<file path="config.mk">
export PLATFORM = sky130hd
export DESIGN_NAME = depth_box_centroid_follower_unit
export DESIGN_NICKNAME = d
export VERILOG_FILES = /design/src/hw/rtl/dbcf_pkg.sv /design/src/hw/rtl/dbcf_front.sv /design/src/hw/rtl/dbcf_queue.sv /design/src/hw/rtl/dbcf_div.sv /design/src/hw/rtl/dbcf_back.sv /design/src/hw/rtl/depth_box_centroid_follower_unit.sv
export SDC_FILE = /design/constraint.sdc
export NUM_CORES = 2
export LEC_CHECK = 0
export ABC_AREA = 1
export BUFFER_PORTS_ARGS = -buffer_cell sky130_fd_sc_hd__buf_2
export CAP_MARGIN = 20
export CORE_ASPECT_RATIO = 1.4
export CORE_MARGIN = 8
export CORE_UTILIZATION = 55
export DETAILED_ROUTE_END_ITERATION = 8
export MAX_ROUTING_LAYER = met4
export PLACE_DENSITY_LB_ADDON = 0.15
export SYNTH_ARGS = -nofsm -noshare
export SYNTH_HDL_FRONTEND = slang
export SYNTH_HIERARCHICAL = 1
export SYNTH_SLANG_ARGS = --single-unit
export TNS_END_PERCENT = 100
</file>
<file path="constraint.sdc">
create_clock -name i_clk -period 12.6 [get_ports i_clk]
set_input_delay 0 -clock i_clk [delete_from_list [all_inputs] [get_ports i_clk]]
set_output_delay 0 -clock i_clk [all_outputs]
set_load 0.005 [all_outputs]
</file>
<file path="src/hw/rtl/dbcf_pkg.sv">
package dbcf_pkg;

    // Field widths
    localparam int DEPTH_W    = 15;
    localparam int COL_W      = 10;
    localparam int ROW_W      = 9;
    localparam int CMD_W      = 16;
    localparam int COUNT_W    = 19;
    localparam int SUM_W      = 40;
    localparam int COORD_W    = 26;
    localparam int MEAN_W     = 33;
    localparam int STATUS_W   = 2;
    localparam int GAIN_W     = 16;
    localparam int CFG_IDX_W  = 3;
    localparam int CFG_DATA_W = 16;

    // Parameter defaults
    localparam int CENTER_COL_DEF    = 320;
    localparam int CENTER_ROW_DEF    = 240;
    localparam int MIN_POINTS_DEF    = 100;
    localparam int INV_FOCAL_Q24_DEF = 29137;
    localparam int QUEUE_DEPTH_DEF   = 4;

    // Register indexes
    localparam logic [CFG_IDX_W-1:0] REG_BOX_MIN_X     = 3'd0;
    localparam logic [CFG_IDX_W-1:0] REG_BOX_MAX_X     = 3'd1;
    localparam logic [CFG_IDX_W-1:0] REG_BOX_MIN_UP    = 3'd2;
    localparam logic [CFG_IDX_W-1:0] REG_BOX_MAX_UP    = 3'd3;
    localparam logic [CFG_IDX_W-1:0] REG_BOX_MAX_DEPTH = 3'd4;
    localparam logic [CFG_IDX_W-1:0] REG_GOAL_DEPTH    = 3'd5;
    localparam logic [CFG_IDX_W-1:0] REG_LINEAR_GAIN   = 3'd6;
    localparam logic [CFG_IDX_W-1:0] REG_ANGULAR_GAIN  = 3'd7;

    // Register reset values
    localparam logic [15:0] RST_BOX_MIN_X     = 16'hFCCD;
    localparam logic [15:0] RST_BOX_MAX_X     = 16'd819;
    localparam logic [15:0] RST_BOX_MIN_UP    = 16'd410;
    localparam logic [15:0] RST_BOX_MAX_UP    = 16'd2048;
    localparam logic [14:0] RST_BOX_MAX_DEPTH = 15'd3277;
    localparam logic [14:0] RST_GOAL_DEPTH    = 15'd2458;
    localparam logic [15:0] RST_LINEAR_GAIN   = 16'd4096;
    localparam logic [15:0] RST_ANGULAR_GAIN  = 16'd20480;

    // Status codes
    localparam logic [STATUS_W-1:0] STATUS_FOLLOW = 2'd0;
    localparam logic [STATUS_W-1:0] STATUS_FEW    = 2'd1;
    localparam logic [STATUS_W-1:0] STATUS_FAR    = 2'd2;

    typedef struct packed {
        logic [DEPTH_W-1:0] depth;
        logic [COL_W-1:0]   col;
        logic [ROW_W-1:0]   row;
        logic               last;
    } t_in;

    typedef struct packed {
        logic signed [CMD_W-1:0] linear_cmd;
        logic signed [CMD_W-1:0] angular_cmd;
        logic signed [CMD_W-1:0] centroid_x;
        logic [DEPTH_W-1:0]      nearest_z;
        logic [COUNT_W-1:0]      point_total;
        logic [STATUS_W-1:0]     status;
    } t_out;

    typedef struct packed {
        logic signed [15:0]  box_min_x;
        logic signed [15:0]  box_max_x;
        logic signed [15:0]  box_min_up;
        logic signed [15:0]  box_max_up;
        logic [DEPTH_W-1:0]  box_max_depth;
        logic [DEPTH_W-1:0]  goal_depth;
        logic [GAIN_W-1:0]   linear_gain;
        logic [GAIN_W-1:0]   angular_gain;
    } t_cfg;

    // One classified pixel, passed from the front end to the accumulator.
    typedef struct packed {
        logic                      counted;
        logic signed [COORD_W-1:0] x;
        logic [DEPTH_W-1:0]        depth;
        logic                      last;
    } t_cls;

endpackage

</file>
<file path="src/hw/rtl/dbcf_front.sv">
module dbcf_front #(
    parameter int CENTER_COL    = dbcf_pkg::CENTER_COL_DEF,
    parameter int CENTER_ROW    = dbcf_pkg::CENTER_ROW_DEF,
    parameter int INV_FOCAL_Q24 = dbcf_pkg::INV_FOCAL_Q24_DEF
) (
    input  logic             i_clk,
    input  logic             i_rst_n,
    input  logic             i_in_valid,
    input  dbcf_pkg::t_in    i_in_data,
    output logic             o_in_stall,
    input  dbcf_pkg::t_cfg   i_cfg,
    input  logic             i_full,
    output logic             o_push,
    output dbcf_pkg::t_cls   o_item
);

    localparam logic [10:0] CCOL = 11'(CENTER_COL);
    localparam logic [10:0] CROW = 11'(CENTER_ROW);
    localparam logic [23:0] INV  = 24'(INV_FOCAL_Q24);

    logic en;
    logic [10:0] dcol;
    logic [10:0] drow;
    logic [10:0] dcol_neg;
    logic [10:0] drow_neg;
    logic [38:0] scale;
    logic [48:0] xprod;
    logic [48:0] uprod;

    // Stage 0: offsets from the image center
    logic                              r_v0, r_last0, r_cneg0, r_rneg0;
    logic [dbcf_pkg::DEPTH_W-1:0]      r_depth0;
    logic [9:0]                        r_cmag0, r_rmag0;
    // Stage 1: depth times reciprocal focal length
    logic                              r_v1, r_last1, r_cneg1, r_rneg1;
    logic [dbcf_pkg::DEPTH_W-1:0]      r_depth1;
    logic [9:0]                        r_cmag1, r_rmag1;
    logic [38:0]                       r_scale1;
    // Stage 2: lateral magnitude
    logic                              r_v2, r_last2, r_cneg2, r_rneg2;
    logic [dbcf_pkg::DEPTH_W-1:0]      r_depth2;
    logic [9:0]                        r_rmag2;
    logic [38:0]                       r_scale2;
    logic [24:0]                       r_xmag2;
    // Stage 3: vertical magnitude and signed lateral coordinate
    logic                              r_v3, r_last3, r_rneg3;
    logic [dbcf_pkg::DEPTH_W-1:0]      r_depth3;
    logic [24:0]                       r_umag3;
    logic signed [dbcf_pkg::COORD_W-1:0] r_x3;

    logic signed [dbcf_pkg::COORD_W-1:0] xs;
    logic signed [dbcf_pkg::COORD_W-1:0] ups;
    logic signed [dbcf_pkg::COORD_W-1:0] b_min_x, b_max_x, b_min_up, b_max_up;
    logic in_box;

    assign en         = !i_full;
    assign o_in_stall = i_full;

    assign dcol     = {1'b0, i_in_data.col} - CCOL;
    assign drow     = CROW - {2'b0, i_in_data.row};
    assign dcol_neg = -dcol;
    assign drow_neg = -drow;
    assign scale    = r_depth0 * INV;
    assign xprod    = r_cmag1 * r_scale1;
    assign uprod    = r_rmag2 * r_scale2;

    assign xs = r_cneg2 ? -$signed({1'b0, r_xmag2}) : $signed({1'b0, r_xmag2});

    always_ff @(posedge i_clk) begin
        if (!i_rst_n) begin
            r_v0 <= 1'b0;
            r_v1 <= 1'b0;
            r_v2 <= 1'b0;
            r_v3 <= 1'b0;
        end else if (en) begin
            r_v0 <= i_in_valid;
            r_v1 <= r_v0;
            r_v2 <= r_v1;
            r_v3 <= r_v2;
        end
    end

    always_ff @(posedge i_clk) begin
        if (en) begin
            r_depth0 <= i_in_data.depth;
            r_last0  <= i_in_data.last;
            r_cneg0  <= dcol[10];
            r_cmag0  <= dcol[10] ? dcol_neg[9:0] : dcol[9:0];
            r_rneg0  <= drow[10];
            r_rmag0  <= drow[10] ? drow_neg[9:0] : drow[9:0];

            r_depth1 <= r_depth0;
            r_last1  <= r_last0;
            r_cneg1  <= r_cneg0;
            r_cmag1  <= r_cmag0;
            r_rneg1  <= r_rneg0;
            r_rmag1  <= r_rmag0;
            r_scale1 <= scale;

            r_depth2 <= r_depth1;
            r_last2  <= r_last1;
            r_cneg2  <= r_cneg1;
            r_rneg2  <= r_rneg1;
            r_rmag2  <= r_rmag1;
            r_scale2 <= r_scale1;
            r_xmag2  <= xprod[48:24];

            r_depth3 <= r_depth2;
            r_last3  <= r_last2;
            r_rneg3  <= r_rneg2;
            r_umag3  <= uprod[48:24];
            r_x3     <= xs;
        end
    end

    assign ups = r_rneg3 ? -$signed({1'b0, r_umag3}) : $signed({1'b0, r_umag3});

    assign b_min_x  = {{10{i_cfg.box_min_x[15]}},  i_cfg.box_min_x};
    assign b_max_x  = {{10{i_cfg.box_max_x[15]}},  i_cfg.box_max_x};
    assign b_min_up = {{10{i_cfg.box_min_up[15]}}, i_cfg.box_min_up};
    assign b_max_up = {{10{i_cfg.box_max_up[15]}}, i_cfg.box_max_up};

    // A zero depth is a missing reading and never counts.
    assign in_box = (r_depth3 != '0) && (ups > b_min_up) && (ups < b_max_up) &&
                    (r_x3 < b_max_x) && (r_x3 > b_min_x) &&
                    (r_depth3 < i_cfg.box_max_depth);

    always_comb begin
        o_item.counted = in_box;
        o_item.x       = r_x3;
        o_item.depth   = r_depth3;
        o_item.last    = r_last3;
    end

    assign o_push = r_v3 && en;

endmodule

</file>
<file path="src/hw/rtl/dbcf_queue.sv">
module dbcf_queue #(
    parameter int DEPTH = dbcf_pkg::QUEUE_DEPTH_DEF
) (
    input  logic           i_clk,
    input  logic           i_rst_n,
    input  logic           i_push,
    input  dbcf_pkg::t_cls i_item,
    output logic           o_full,
    output logic           o_valid,
    input  logic           i_pop,
    output dbcf_pkg::t_cls o_item
);

    // DEPTH is a power of two; the pointers carry one extra wrap bit.
    localparam int AW = $clog2(DEPTH);

    dbcf_pkg::t_cls r_mem [DEPTH];
    logic [AW:0] r_wptr;
    logic [AW:0] r_rptr;

    assign o_valid = (r_wptr != r_rptr);
    assign o_full  = (r_wptr[AW] != r_rptr[AW]) && (r_wptr[AW-1:0] == r_rptr[AW-1:0]);
    assign o_item  = r_mem[r_rptr[AW-1:0]];

    always_ff @(posedge i_clk) begin
        if (!i_rst_n) begin
            r_wptr <= '0;
            r_rptr <= '0;
        end else begin
            if (i_push && !o_full) begin
                r_wptr <= r_wptr + 1'b1;
            end
            if (i_pop && o_valid) begin
                r_rptr <= r_rptr + 1'b1;
            end
        end
    end

    always_ff @(posedge i_clk) begin
        if (i_push && !o_full) begin
            r_mem[r_wptr[AW-1:0]] <= i_item;
        end
    end

endmodule

</file>
<file path="src/hw/rtl/dbcf_div.sv">
module dbcf_div (
    input  logic                          i_clk,
    input  logic                          i_rst_n,
    input  logic                          i_start,
    input  logic [dbcf_pkg::SUM_W-1:0]    i_dividend,
    input  logic [dbcf_pkg::COUNT_W-1:0]  i_divisor,
    output logic                          o_done,
    output logic [dbcf_pkg::SUM_W-1:0]    o_quotient
);

    localparam int STEPS = dbcf_pkg::SUM_W;
    localparam int CW    = $clog2(STEPS);
    localparam int DW    = dbcf_pkg::COUNT_W;

    logic          r_busy;
    logic          r_done;
    logic [CW-1:0] r_cnt;
    logic [DW-1:0] r_rem;
    logic [DW-1:0] r_dvs;
    logic [STEPS-1:0] r_work;
    logic [DW:0]   rem_sh;
    logic [DW:0]   rem_sub;
    logic          ge;

    // Restoring division, one quotient bit per cycle. The dividend shifts
    // out of the top of r_work while quotient bits fill in from the bottom.
    assign rem_sh  = {r_rem, r_work[STEPS-1]};
    assign rem_sub = rem_sh - {1'b0, r_dvs};
    assign ge      = (rem_sh >= {1'b0, r_dvs});

    always_ff @(posedge i_clk) begin
        if (!i_rst_n) begin
            r_busy <= 1'b0;
            r_done <= 1'b0;
        end else begin
            r_done <= 1'b0;
            if (i_start) begin
                r_busy <= 1'b1;
            end else if (r_busy && r_cnt == '0) begin
                r_busy <= 1'b0;
                r_done <= 1'b1;
            end
        end
    end

    always_ff @(posedge i_clk) begin
        if (i_start) begin
            r_work <= i_dividend;
            r_dvs  <= i_divisor;
            r_rem  <= '0;
            r_cnt  <= CW'(STEPS - 1);
        end else if (r_busy) begin
            r_work <= {r_work[STEPS-2:0], ge};
            r_rem  <= ge ? rem_sub[DW-1:0] : rem_sh[DW-1:0];
            r_cnt  <= r_cnt - 1'b1;
        end
    end

    assign o_done     = r_done;
    assign o_quotient = r_work;

endmodule

</file>
<file path="src/hw/rtl/dbcf_back.sv">
module dbcf_back #(
    parameter int MIN_POINTS = dbcf_pkg::MIN_POINTS_DEF
) (
    input  logic           i_clk,
    input  logic           i_rst_n,
    input  logic           i_q_valid,
    input  dbcf_pkg::t_cls i_q_item,
    output logic           o_pop,
    input  dbcf_pkg::t_cfg i_cfg,
    output logic           o_out_valid,
    input  logic           i_out_stall,
    output dbcf_pkg::t_out o_out_data
);

    localparam int SW = dbcf_pkg::SUM_W;
    localparam int CW = dbcf_pkg::COUNT_W;
    localparam int DW = dbcf_pkg::DEPTH_W;
    localparam int MW = dbcf_pkg::MEAN_W;

    localparam logic [2:0] ST_ACC   = 3'd0;
    localparam logic [2:0] ST_START = 3'd1;
    localparam logic [2:0] ST_DIV   = 3'd2;
    localparam logic [2:0] ST_MUL   = 3'd3;
    localparam logic [2:0] ST_FIN   = 3'd4;

    function automatic logic [15:0] sat_mag(input logic neg, input logic [SW-1:0] mag);
        logic [15:0] val;
        begin
            if (!neg) begin
                val = (mag > SW'(32767)) ? 16'h7FFF : mag[15:0];
            end else begin
                val = (mag > SW'(32768)) ? 16'h8000 : -mag[15:0];
            end
            return val;
        end
    endfunction

    logic [2:0]    r_state, n_state;

    // Running accumulators of the open frame
    logic [SW-1:0] r_sum, n_sum;
    logic [DW-1:0] r_min, n_min;
    logic [CW-1:0] r_count, n_count;

    // Snapshot of the closed frame
    logic [SW-1:0] r_f_sum;
    logic [DW-1:0] r_f_min;
    logic [CW-1:0] r_f_count;
    logic          r_few;

    logic          r_dz_neg;
    logic [DW-1:0] r_dz_mag;
    logic [30:0]   r_lin_prod;
    logic [48:0]   r_ang_prod;

    logic          r_out_valid;
    dbcf_pkg::t_out r_out_data;

    logic          pop;
    logic          enough;
    logic          div_start;
    logic          div_done;
    logic [SW-1:0] quo;
    logic [SW-1:0] sum_mag;
    logic [DW:0]   dz;
    logic [DW:0]   dz_neg;
    logic [MW-1:0] q_clamp;
    logic          out_free;
    logic          load;
    dbcf_pkg::t_out res;

    assign pop   = i_q_valid && (r_state == ST_ACC);
    assign o_pop = pop;

    always_comb begin
        n_sum   = r_sum;
        n_min   = r_min;
        n_count = r_count;
        if (pop && i_q_item.counted && (r_count != '1)) begin
            n_sum   = r_sum + {{(SW - dbcf_pkg::COORD_W){i_q_item.x[dbcf_pkg::COORD_W-1]}},
                               i_q_item.x};
            n_min   = (i_q_item.depth < r_min) ? i_q_item.depth : r_min;
            n_count = r_count + 1'b1;
        end
    end

    assign enough = (n_count > CW'(MIN_POINTS));

    assign sum_mag   = r_f_sum[SW-1] ? -r_f_sum : r_f_sum;
    assign div_start = (r_state == ST_START);

    dbcf_div u_div (
        .i_clk      (i_clk),
        .i_rst_n    (i_rst_n),
        .i_start    (div_start),
        .i_dividend (sum_mag),
        .i_divisor  (r_f_count),
        .o_done     (div_done),
        .o_quotient (quo)
    );

    assign dz     = {1'b0, r_f_min} - {1'b0, i_cfg.goal_depth};
    assign dz_neg = -dz;

    // Above this bound the angular command saturates for any nonzero gain.
    assign q_clamp = (quo[SW-1:MW] != '0) ? '1 : quo[MW-1:0];

    assign out_free = !r_out_valid || !i_out_stall;
    assign load     = (r_state == ST_FIN) && out_free;

    always_comb begin
        n_state = r_state;
        case (r_state)
            ST_ACC: begin
                if (pop && i_q_item.last) begin
                    n_state = enough ? ST_START : ST_FIN;
                end
            end
            ST_START: n_state = ST_DIV;
            ST_DIV: begin
                if (div_done) begin
                    n_state = ST_MUL;
                end
            end
            ST_MUL: n_state = ST_FIN;
            ST_FIN: begin
                if (out_free) begin
                    n_state = ST_ACC;
                end
            end
            default: n_state = ST_ACC;
        endcase
    end

    always_ff @(posedge i_clk) begin
        if (!i_rst_n) begin
            r_state <= ST_ACC;
            r_sum   <= '0;
            r_min   <= '1;
            r_count <= '0;
        end else begin
            r_state <= n_state;
            if (pop && i_q_item.last) begin
                r_sum   <= '0;
                r_min   <= '1;
                r_count <= '0;
            end else begin
                r_sum   <= n_sum;
                r_min   <= n_min;
                r_count <= n_count;
            end
        end
    end

    always_ff @(posedge i_clk) begin
        if (pop && i_q_item.last) begin
            r_f_sum   <= n_sum;
            r_f_min   <= n_min;
            r_f_count <= n_count;
            r_few     <= !enough;
        end
        if (r_state == ST_START) begin
            r_dz_neg <= dz[DW];
            r_dz_mag <= dz[DW] ? dz_neg[DW-1:0] : dz[DW-1:0];
        end
        if (r_state == ST_MUL) begin
            r_lin_prod <= r_dz_mag * i_cfg.linear_gain;
            r_ang_prod <= q_clamp * i_cfg.angular_gain;
        end
    end

    always_comb begin
        res.linear_cmd  = '0;
        res.angular_cmd = '0;
        res.centroid_x  = '0;
        res.nearest_z   = r_f_min;
        res.point_total = r_f_count;
        res.status      = dbcf_pkg::STATUS_FEW;
        if (!r_few) begin
            res.centroid_x = sat_mag(r_f_sum[SW-1], quo);
            if (r_f_min > i_cfg.box_max_depth) begin
                res.status = dbcf_pkg::STATUS_FAR;
            end else begin
                res.status      = dbcf_pkg::STATUS_FOLLOW;
                res.linear_cmd  = sat_mag(r_dz_neg, SW'(r_lin_prod[30:12]));
                // The turn command opposes the sign of the mean.
                res.angular_cmd = sat_mag(!r_f_sum[SW-1], SW'(r_ang_prod[48:12]));
            end
        end
    end

    always_ff @(posedge i_clk) begin
        if (!i_rst_n) begin
            r_out_valid <= 1'b0;
        end else if (load) begin
            r_out_valid <= 1'b1;
        end else if (!i_out_stall) begin
            r_out_valid <= 1'b0;
        end
    end

    always_ff @(posedge i_clk) begin
        if (load) begin
            r_out_data <= res;
        end
    end

    assign o_out_valid = r_out_valid;
    assign o_out_data  = r_out_data;

endmodule

</file>
<file path="src/hw/rtl/depth_box_centroid_follower_unit.sv">
// Depth window follower: one depth pixel (depth, column, row, last flag) is
// accepted per clock whenever o_in_stall is low. Each pixel is projected and
// box-tested in the front pipeline and then queued for the accumulator,
// which takes one queued pixel per cycle while accumulating. The pixel
// flagged last closes the frame; when more than MIN_POINTS pixels were
// counted, a bit-serial divider forms the mean lateral coordinate, so a
// frame with enough points holds the accumulator in its start, divide,
// multiply and finish states after its last pixel (only the finish state
// otherwise), longer while the previous result still waits on the output.
// During that time the queue fills and the input stalls. One result per
// frame appears on the output register and waits there, without blocking
// the next frame's pixels, until it is taken. Configuration writes are
// always ready and should be made only while no frame is in flight.
module depth_box_centroid_follower_unit #(
    parameter int CENTER_COL    = dbcf_pkg::CENTER_COL_DEF,
    parameter int CENTER_ROW    = dbcf_pkg::CENTER_ROW_DEF,
    parameter int MIN_POINTS    = dbcf_pkg::MIN_POINTS_DEF,
    parameter int INV_FOCAL_Q24 = dbcf_pkg::INV_FOCAL_Q24_DEF,
    parameter int QUEUE_DEPTH   = dbcf_pkg::QUEUE_DEPTH_DEF
) (
    input  logic                                i_clk,
    input  logic                                i_rst_n,
    input  logic                                i_in_valid,
    output logic                                o_in_stall,
    input  dbcf_pkg::t_in                       i_in_data,
    output logic                                o_out_valid,
    input  logic                                i_out_stall,
    output dbcf_pkg::t_out                      o_out_data,
    input  logic                                i_cfg_valid,
    output logic                                o_cfg_ready,
    input  logic [dbcf_pkg::CFG_IDX_W-1:0]      i_cfg_index,
    input  logic [dbcf_pkg::CFG_DATA_W-1:0]     i_cfg_data
);

    dbcf_pkg::t_cfg r_cfg;
    dbcf_pkg::t_cls front_item;
    dbcf_pkg::t_cls q_item;
    logic           push;
    logic           q_full;
    logic           q_valid;
    logic           q_pop;

    assign o_cfg_ready = 1'b1;

    always_ff @(posedge i_clk) begin
        if (!i_rst_n) begin
            r_cfg.box_min_x     <= dbcf_pkg::RST_BOX_MIN_X;
            r_cfg.box_max_x     <= dbcf_pkg::RST_BOX_MAX_X;
            r_cfg.box_min_up    <= dbcf_pkg::RST_BOX_MIN_UP;
            r_cfg.box_max_up    <= dbcf_pkg::RST_BOX_MAX_UP;
            r_cfg.box_max_depth <= dbcf_pkg::RST_BOX_MAX_DEPTH;
            r_cfg.goal_depth    <= dbcf_pkg::RST_GOAL_DEPTH;
            r_cfg.linear_gain   <= dbcf_pkg::RST_LINEAR_GAIN;
            r_cfg.angular_gain  <= dbcf_pkg::RST_ANGULAR_GAIN;
        end else if (i_cfg_valid && o_cfg_ready) begin
            case (i_cfg_index)
                dbcf_pkg::REG_BOX_MIN_X:     r_cfg.box_min_x     <= i_cfg_data;
                dbcf_pkg::REG_BOX_MAX_X:     r_cfg.box_max_x     <= i_cfg_data;
                dbcf_pkg::REG_BOX_MIN_UP:    r_cfg.box_min_up    <= i_cfg_data;
                dbcf_pkg::REG_BOX_MAX_UP:    r_cfg.box_max_up    <= i_cfg_data;
                dbcf_pkg::REG_BOX_MAX_DEPTH: r_cfg.box_max_depth <=
                                                 i_cfg_data[dbcf_pkg::DEPTH_W-1:0];
                dbcf_pkg::REG_GOAL_DEPTH:    r_cfg.goal_depth    <=
                                                 i_cfg_data[dbcf_pkg::DEPTH_W-1:0];
                dbcf_pkg::REG_LINEAR_GAIN:   r_cfg.linear_gain   <= i_cfg_data;
                dbcf_pkg::REG_ANGULAR_GAIN:  r_cfg.angular_gain  <= i_cfg_data;
                default: ;
            endcase
        end
    end

    dbcf_front #(
        .CENTER_COL    (CENTER_COL),
        .CENTER_ROW    (CENTER_ROW),
        .INV_FOCAL_Q24 (INV_FOCAL_Q24)
    ) u_front (
        .i_clk      (i_clk),
        .i_rst_n    (i_rst_n),
        .i_in_valid (i_in_valid),
        .i_in_data  (i_in_data),
        .o_in_stall (o_in_stall),
        .i_cfg      (r_cfg),
        .i_full     (q_full),
        .o_push     (push),
        .o_item     (front_item)
    );

    dbcf_queue #(
        .DEPTH (QUEUE_DEPTH)
    ) u_queue (
        .i_clk   (i_clk),
        .i_rst_n (i_rst_n),
        .i_push  (push),
        .i_item  (front_item),
        .o_full  (q_full),
        .o_valid (q_valid),
        .i_pop   (q_pop),
        .o_item  (q_item)
    );

    dbcf_back #(
        .MIN_POINTS (MIN_POINTS)
    ) u_back (
        .i_clk       (i_clk),
        .i_rst_n     (i_rst_n),
        .i_q_valid   (q_valid),
        .i_q_item    (q_item),
        .o_pop       (q_pop),
        .i_cfg       (r_cfg),
        .o_out_valid (o_out_valid),
        .i_out_stall (i_out_stall),
        .o_out_data  (o_out_data)
    );

endmodule

</file>
---- After elaboration in Yosys (flattened, before gate mapping) ----
Memories as Yosys holds them, arrays and structs flattened. A register that Yosys moved wholly into a read port is not among the register bits.
Index checks and enable logic that the tools add are counted.
operators by class
  add/sub/neg operators ................... 18
  multiply operators ...................... 5
  order comparisons ....................... 15
  eq/ne operators ......................... 19
  multiplexer cells ....................... 38
  bitwise gates (word level) .............. 1
  reduce and logical (&&, ||, !) cells .... 39
operator list
  operator                  count
  $mux W40                  4
  $mux W16                  9
  $mul A10 B30 Y40          2
  $gt A26 B16 Y1            2
  $lt A26 B16 Y1            2
  $neg A25 Y26              2
  $mul A33 B16 Y49          1
  $neg A16 Y16              3
  $mux W15                  3
  $add A40 B40 Y40          1
  $gt A40 B15 Y1 const B    1
  $gt A40 B16 Y1 const B    1
  $neg A40 Y40              1
  $mux W19                  2
  $gt A37 B15 Y1 const B    1
  $gt A37 B16 Y1 const B    1
  $mux W33                  1
  $mul A15 B16 Y31          1
  $lt A15 B15 Y1            2
  $mul A15 B15 Y30 const B  1
  $mux W26                  1
  $mux W25                  1
  $ge A20 B19 Y1            1
  $mux W10                  2
  other kinds (38)          89
storage, ports and cells
  register bits ........................... 812
  RAM bits ................................ 172
  input bits .............................. 59
  output and inout port bits .............. 87
  memories ................................ 1
memories
  memory         depth  width  read ports  clocked after Yosys merged registers in  write ports  RTL line          RTL
  u_queue.r_mem  4      43     1           1                                        1            dbcf_queue.sv:17  dbcf_pkg::t_cls r_mem [DEPTH];

---- Logic depth before layout (Yosys ltp) ----
  word-level depth ........................ 9
  gate-level depth with buffers ........... 34
  mapped depth without buffers ............ 33

---- By module ----
Netlist, hierarchy kept.
by module, submodules not included
  module                            times used  cells each  area each (µm²)  seq. area each (µm²)
  dbcf_back                         1           5,471       42,879.9         8,498.2
  dbcf_front                        1           4,166       34,564.4         6,986.7
  dbcf_queue                        1           489         6,854.1          5,325.1
  depth_box_centroid_follower_unit  1           677         4,855.9          2,522.4
  dbcf_div                          1           632         4,837.1          2,312.2

---- Worst setup path before layout ----
No wires, ideal clock.
  path type ............................... reg2reg
  start ................................... reg u_back.u_div.r_work[38] (netlist: u_back/u_div/o_quotient[38])
  end ..................................... reg u_back.r_ang_prod[46], data pin
  setup time .............................. 0.260 ns
  arrival ................................. 6.093 ns
  slack ................................... 6.248 ns
  stages on the path, launching flop included .. 26
  period minus slack after synthesis ...... 6.352 ns
  cell sequence ........................... edfxtp_1 -> nor2_1 -> nand2_1 -> nor2_1 -> inv_1 -> clkbuf_1 -> nor2_1 -> inv_1 -> nand2_1 -> fa_1 -> fa_1 -> inv_1 -> fa_1 -> fa_1 -> fa_1 -> inv_1 -> fa_1 -> inv_1 -> ha_1 -> a21oi_1 -> o21ai_0 -> a21oi_1 -> o21ai_0 -> a211oi_1 -> nand2_1 -> xor2_1
between the ends
  longest elaborated chain between the ends .. 3
ends and longest elaborated chain
  element                 RTL line          RTL
  from (decl)             dbcf_div.sv:20    logic [STEPS-1:0] r_work;
  from (signal assigned)  dbcf_div.sv:48    r_work <= i_dividend;
  from (signal assigned)  dbcf_div.sv:53    r_work <= {r_work[STEPS-2:0], ge};
  $reduce_bool A7 Y1      dbcf_back.sv:106  assign q_clamp = (quo[SW-1:MW] != '0) ? '1 : quo[MW-1:0];
  $mux W33                dbcf_back.sv:106
  $mul A33 B16 Y49        dbcf_back.sv:168  r_ang_prod <= q_clamp * i_cfg.angular_gain;
  to (signal assigned)    dbcf_back.sv:168
  to (decl)               dbcf_back.sv:54   logic [48:0] r_ang_prod;
Every way passes these cells.
A chain may end at the register's enable or synchronous reset.

---- Worst setup path after layout ----
  start ................................... reg u_back.u_div.r_work[36] (netlist: u_back/u_div/o_quotient[36])
  end ..................................... reg u_back.r_ang_prod[44], data pin
Same word-level chain as after synthesis.

==> impl_metrics.yaml <==
status:
  status: "completed"
critical_path:
  crit_path_top_delay_cell: "fa_1"
  cpPeakStageDelay_ps: 680
  end_kind: "flip-flop"
  cp_common_cell: "fa_1"
  crit_fanout: 31
  crit_required_ps: 13100
  critical_path_class: "reg -> reg"
  critPathLaunchType: "flip-flop"
  worst_ep_arrival_time_ps: 8330
hold_path:
  holdCritPathClass: "in -> reg"
global_routing:
  grt_remaining_overflow: 0
  grt_pass1_wl_um: 430000
  grt_max_degree: 110
  use_met1_pct: 33.4
  antenna_found_initial: 19
  met3_usage_pct: 4.00
  grt_pass1_vias: 78800
  grt_util_met2_pct: 53.9
  busiest_layer: "met2"
  gr-usage-all-layers_pct: 30.6
placement:
  placed_cells: 13600
  dpl_worst_slack_ps: 4870
  gp_congestion: 0.992
  hpwl_um: 219000
  port_buffers: 144
yosys:
  yosys-top-cells-count: "2777 x nand2_1, 2328 x inv_1, 1117 x nor2_1"
  syn_nets: 13300
  synth_top_area_share_pct: 23.6
  yosysWarnings: 6
  synth_seq_cells: 935
  synth_flop_cell: "edfxtp_1"
  yosysMostFrequentCell: "nand2_1"
  synth.avg_cell_area_um2: 8.22
  synth.distinct_cells: 62
  synthArstFlopShare_pct: 0
  netlist_top_cells_area: "fa_1 24%, edfxtp_1 22%, nand2_1 11%"
  synthCells: 11400
  synth_seq_area_share_pct: 27.3
  yosys.area.top_type: "fa_1"
  synth_area_um2: 94000
  synth_edf_count: 692
layout:
  syn_to_final_growth_pct: 7.71
  fin_util_pct: 59.6
  nets: 13400
  area.sequential_um2: 25600
  finalNonFillerCells: 13900
  nFillCells: 15500
  multiInputGateArea_um2: 57900
  drive_above_1_share_pct: 4.45
floorplan:
  core_area_um2: 170000
  die_area_um2: 185000
  io-pin-count: 146
  dieHeight_um: 505
  die_w_um: 365
  rows: 179
  initial_core_util_pct: 55.4
clock_network:
  clock_latency_ps: 770
  clock-sinks: 935
  cts_tree: "built"
  cts_max_path_buffers: 3
  cts_setup_buffers: 0
  clkSlewWorstSetupHoldPaths_ps: 90
  htree_levels: 3
  hold_buffers: 117
  ctsResizeCount: 0
  root_buffer: "clkbuf_16"
  cts_buffers: 97
timing:
  rsz0062_at_grt: "no"
  setup_viol: 0
  drv_slew: 0
  skew_ps: 38.0
  fmax_mhz: 128
  slew_headroom_pct: 22.7
  hold_viol: 0
  fin_crit_ps: 7830
  tns_ps: 0
  finalCritPeriodShare_pct: 62.2
  fin_ws_ps: 4770
  worstMarginPinSlew_ps: 1160
route:
  finalWirelength_um: 274000
  drc: 0
  via_per_inst: 5.42
  drtIter0Drc: 5062
  final_antenna_net_count: 0
  vias: 75100
  drt_pass1_iterations: 6
  wl_per_cell_um: 19.8
run:
  cap_violations: 0
## sequential cells by signal, summed over array words and instances, names as in the netlist, 16 cells and up, named ones only
signal                   count
u_front/r_umag3             16
u_front/r_scale1            26
u_front/r_xmag2             16
u_back/r_lin_prod           19
u_back/r_sum                40
u_back/u_div/o_quotient     40
u_back/u_div/r_dvs          19
u_queue/r_mem              172
u_back/r_count              19
u_front/r_scale2            26
u_back/o_out_data           84
u_back/u_div/r_rem          19
r_cfg                      126
u_back/r_f_sum              40
u_front/r_x3                25
u_back/r_ang_prod           37
u_back/r_f_count            19
## stage by stage
stage,hold WS (ps),cell area [um2]
after detailed placement,178,96600
after global routing,172,101000
final,178,101000
after global placement,177,96600
after floorplan,98.9,94000
after CTS,123,101000
## path summary, 6_finish.rpt
kind	start	to	slack (ps)	cells past startpoint
setup / recovery	u_back/u_div/o_quotient[36]$_DFFE_PP_	u_back/r_ang_prod[44]$_DFFE_PN_	4770	25
hold / removal	i_rst_n	r_cfg[8]$_SDFFE_PN0P_	180	4
setup reg to reg	u_back/u_div/o_quotient[36]$_DFFE_PP_	u_back/r_ang_prod[44]$_DFFE_PN_	4770	25
hold reg to reg	u_front/r_cmag0[5]$_DFFE_PN_	u_front/r_cmag1[5]$_DFFE_PN_	420	0
## layout by cell type (no fill, tap or decap), types with 19 or more instances in the layout
cell,count
fa_1,1109
a21oi_1,461
o21bai_1,30
buf_2,143
a31oi_1,25
o21a_1,23
buf_4,85
o22ai_1,43
nor3_1,67
nor2_1,1111
inv_1,2324
clkinv_1,29
clkbuf_16,99
clkbuf_1,19
a21o_1,30
dlygate4sd3_1,117
xor2_1,154
ha_1,699
o21ai_0,398
edfxtp_1,692
o21ai_1,23
nand3b_1,26
or2_2,35
nand2_1,2776
xnor2_1,99
dfxtp_1,241
nand4_1,76
nand3_1,396
nor4_1,36
## layout make-up
| cell class | instances | area share [%] |
|---|---|---|
| Multi-Input combinational cell | 7766 | 57.2 |
| Sequential cell | 935 | 25.3 |
| Inverter | 2361 | 8.76 |
| Tap cell | 2262 | 2.80 |
| Timing Repair Buffer | 348 | 2.56 |
| Clock buffer | 121 | 2.56 |
| Clock inverter | 61 | 0.733 |
| Antenna cell | 10 | 0.0247 |
## critical path: cells and delay by family (launching register included)
family,cells,cell delay [ps]
buffers and inverters,6,920
flip-flops,1,390
XOR/XNOR,1,170
adder cells (fa/ha/maj),7,3600
AND/OR/NAND/NOR,5,1190
AO/OA/AOI/OAI,6,1300
## cell families after synthesis
family | synth area share (%)
buffers and inverters | 11.1
other | 0.00799
flip-flops | 27.3
adder cells (fa/ha/maj) | 32.9
AO/OA/AOI/OAI | 6.37
XOR/XNOR | 2.37
AND/OR/NAND/NOR | 19.9
## layer usage
metal,vias to the layer above,wire length (um)
met4,0,18200
met2,2499,140000
met5,-,0
met3,799,15200
li1,35400,-
met1,36400,101000
Power is not shown: default switching activity piles up to over one toggle a cycle in this logic, so the estimate is an artifact.
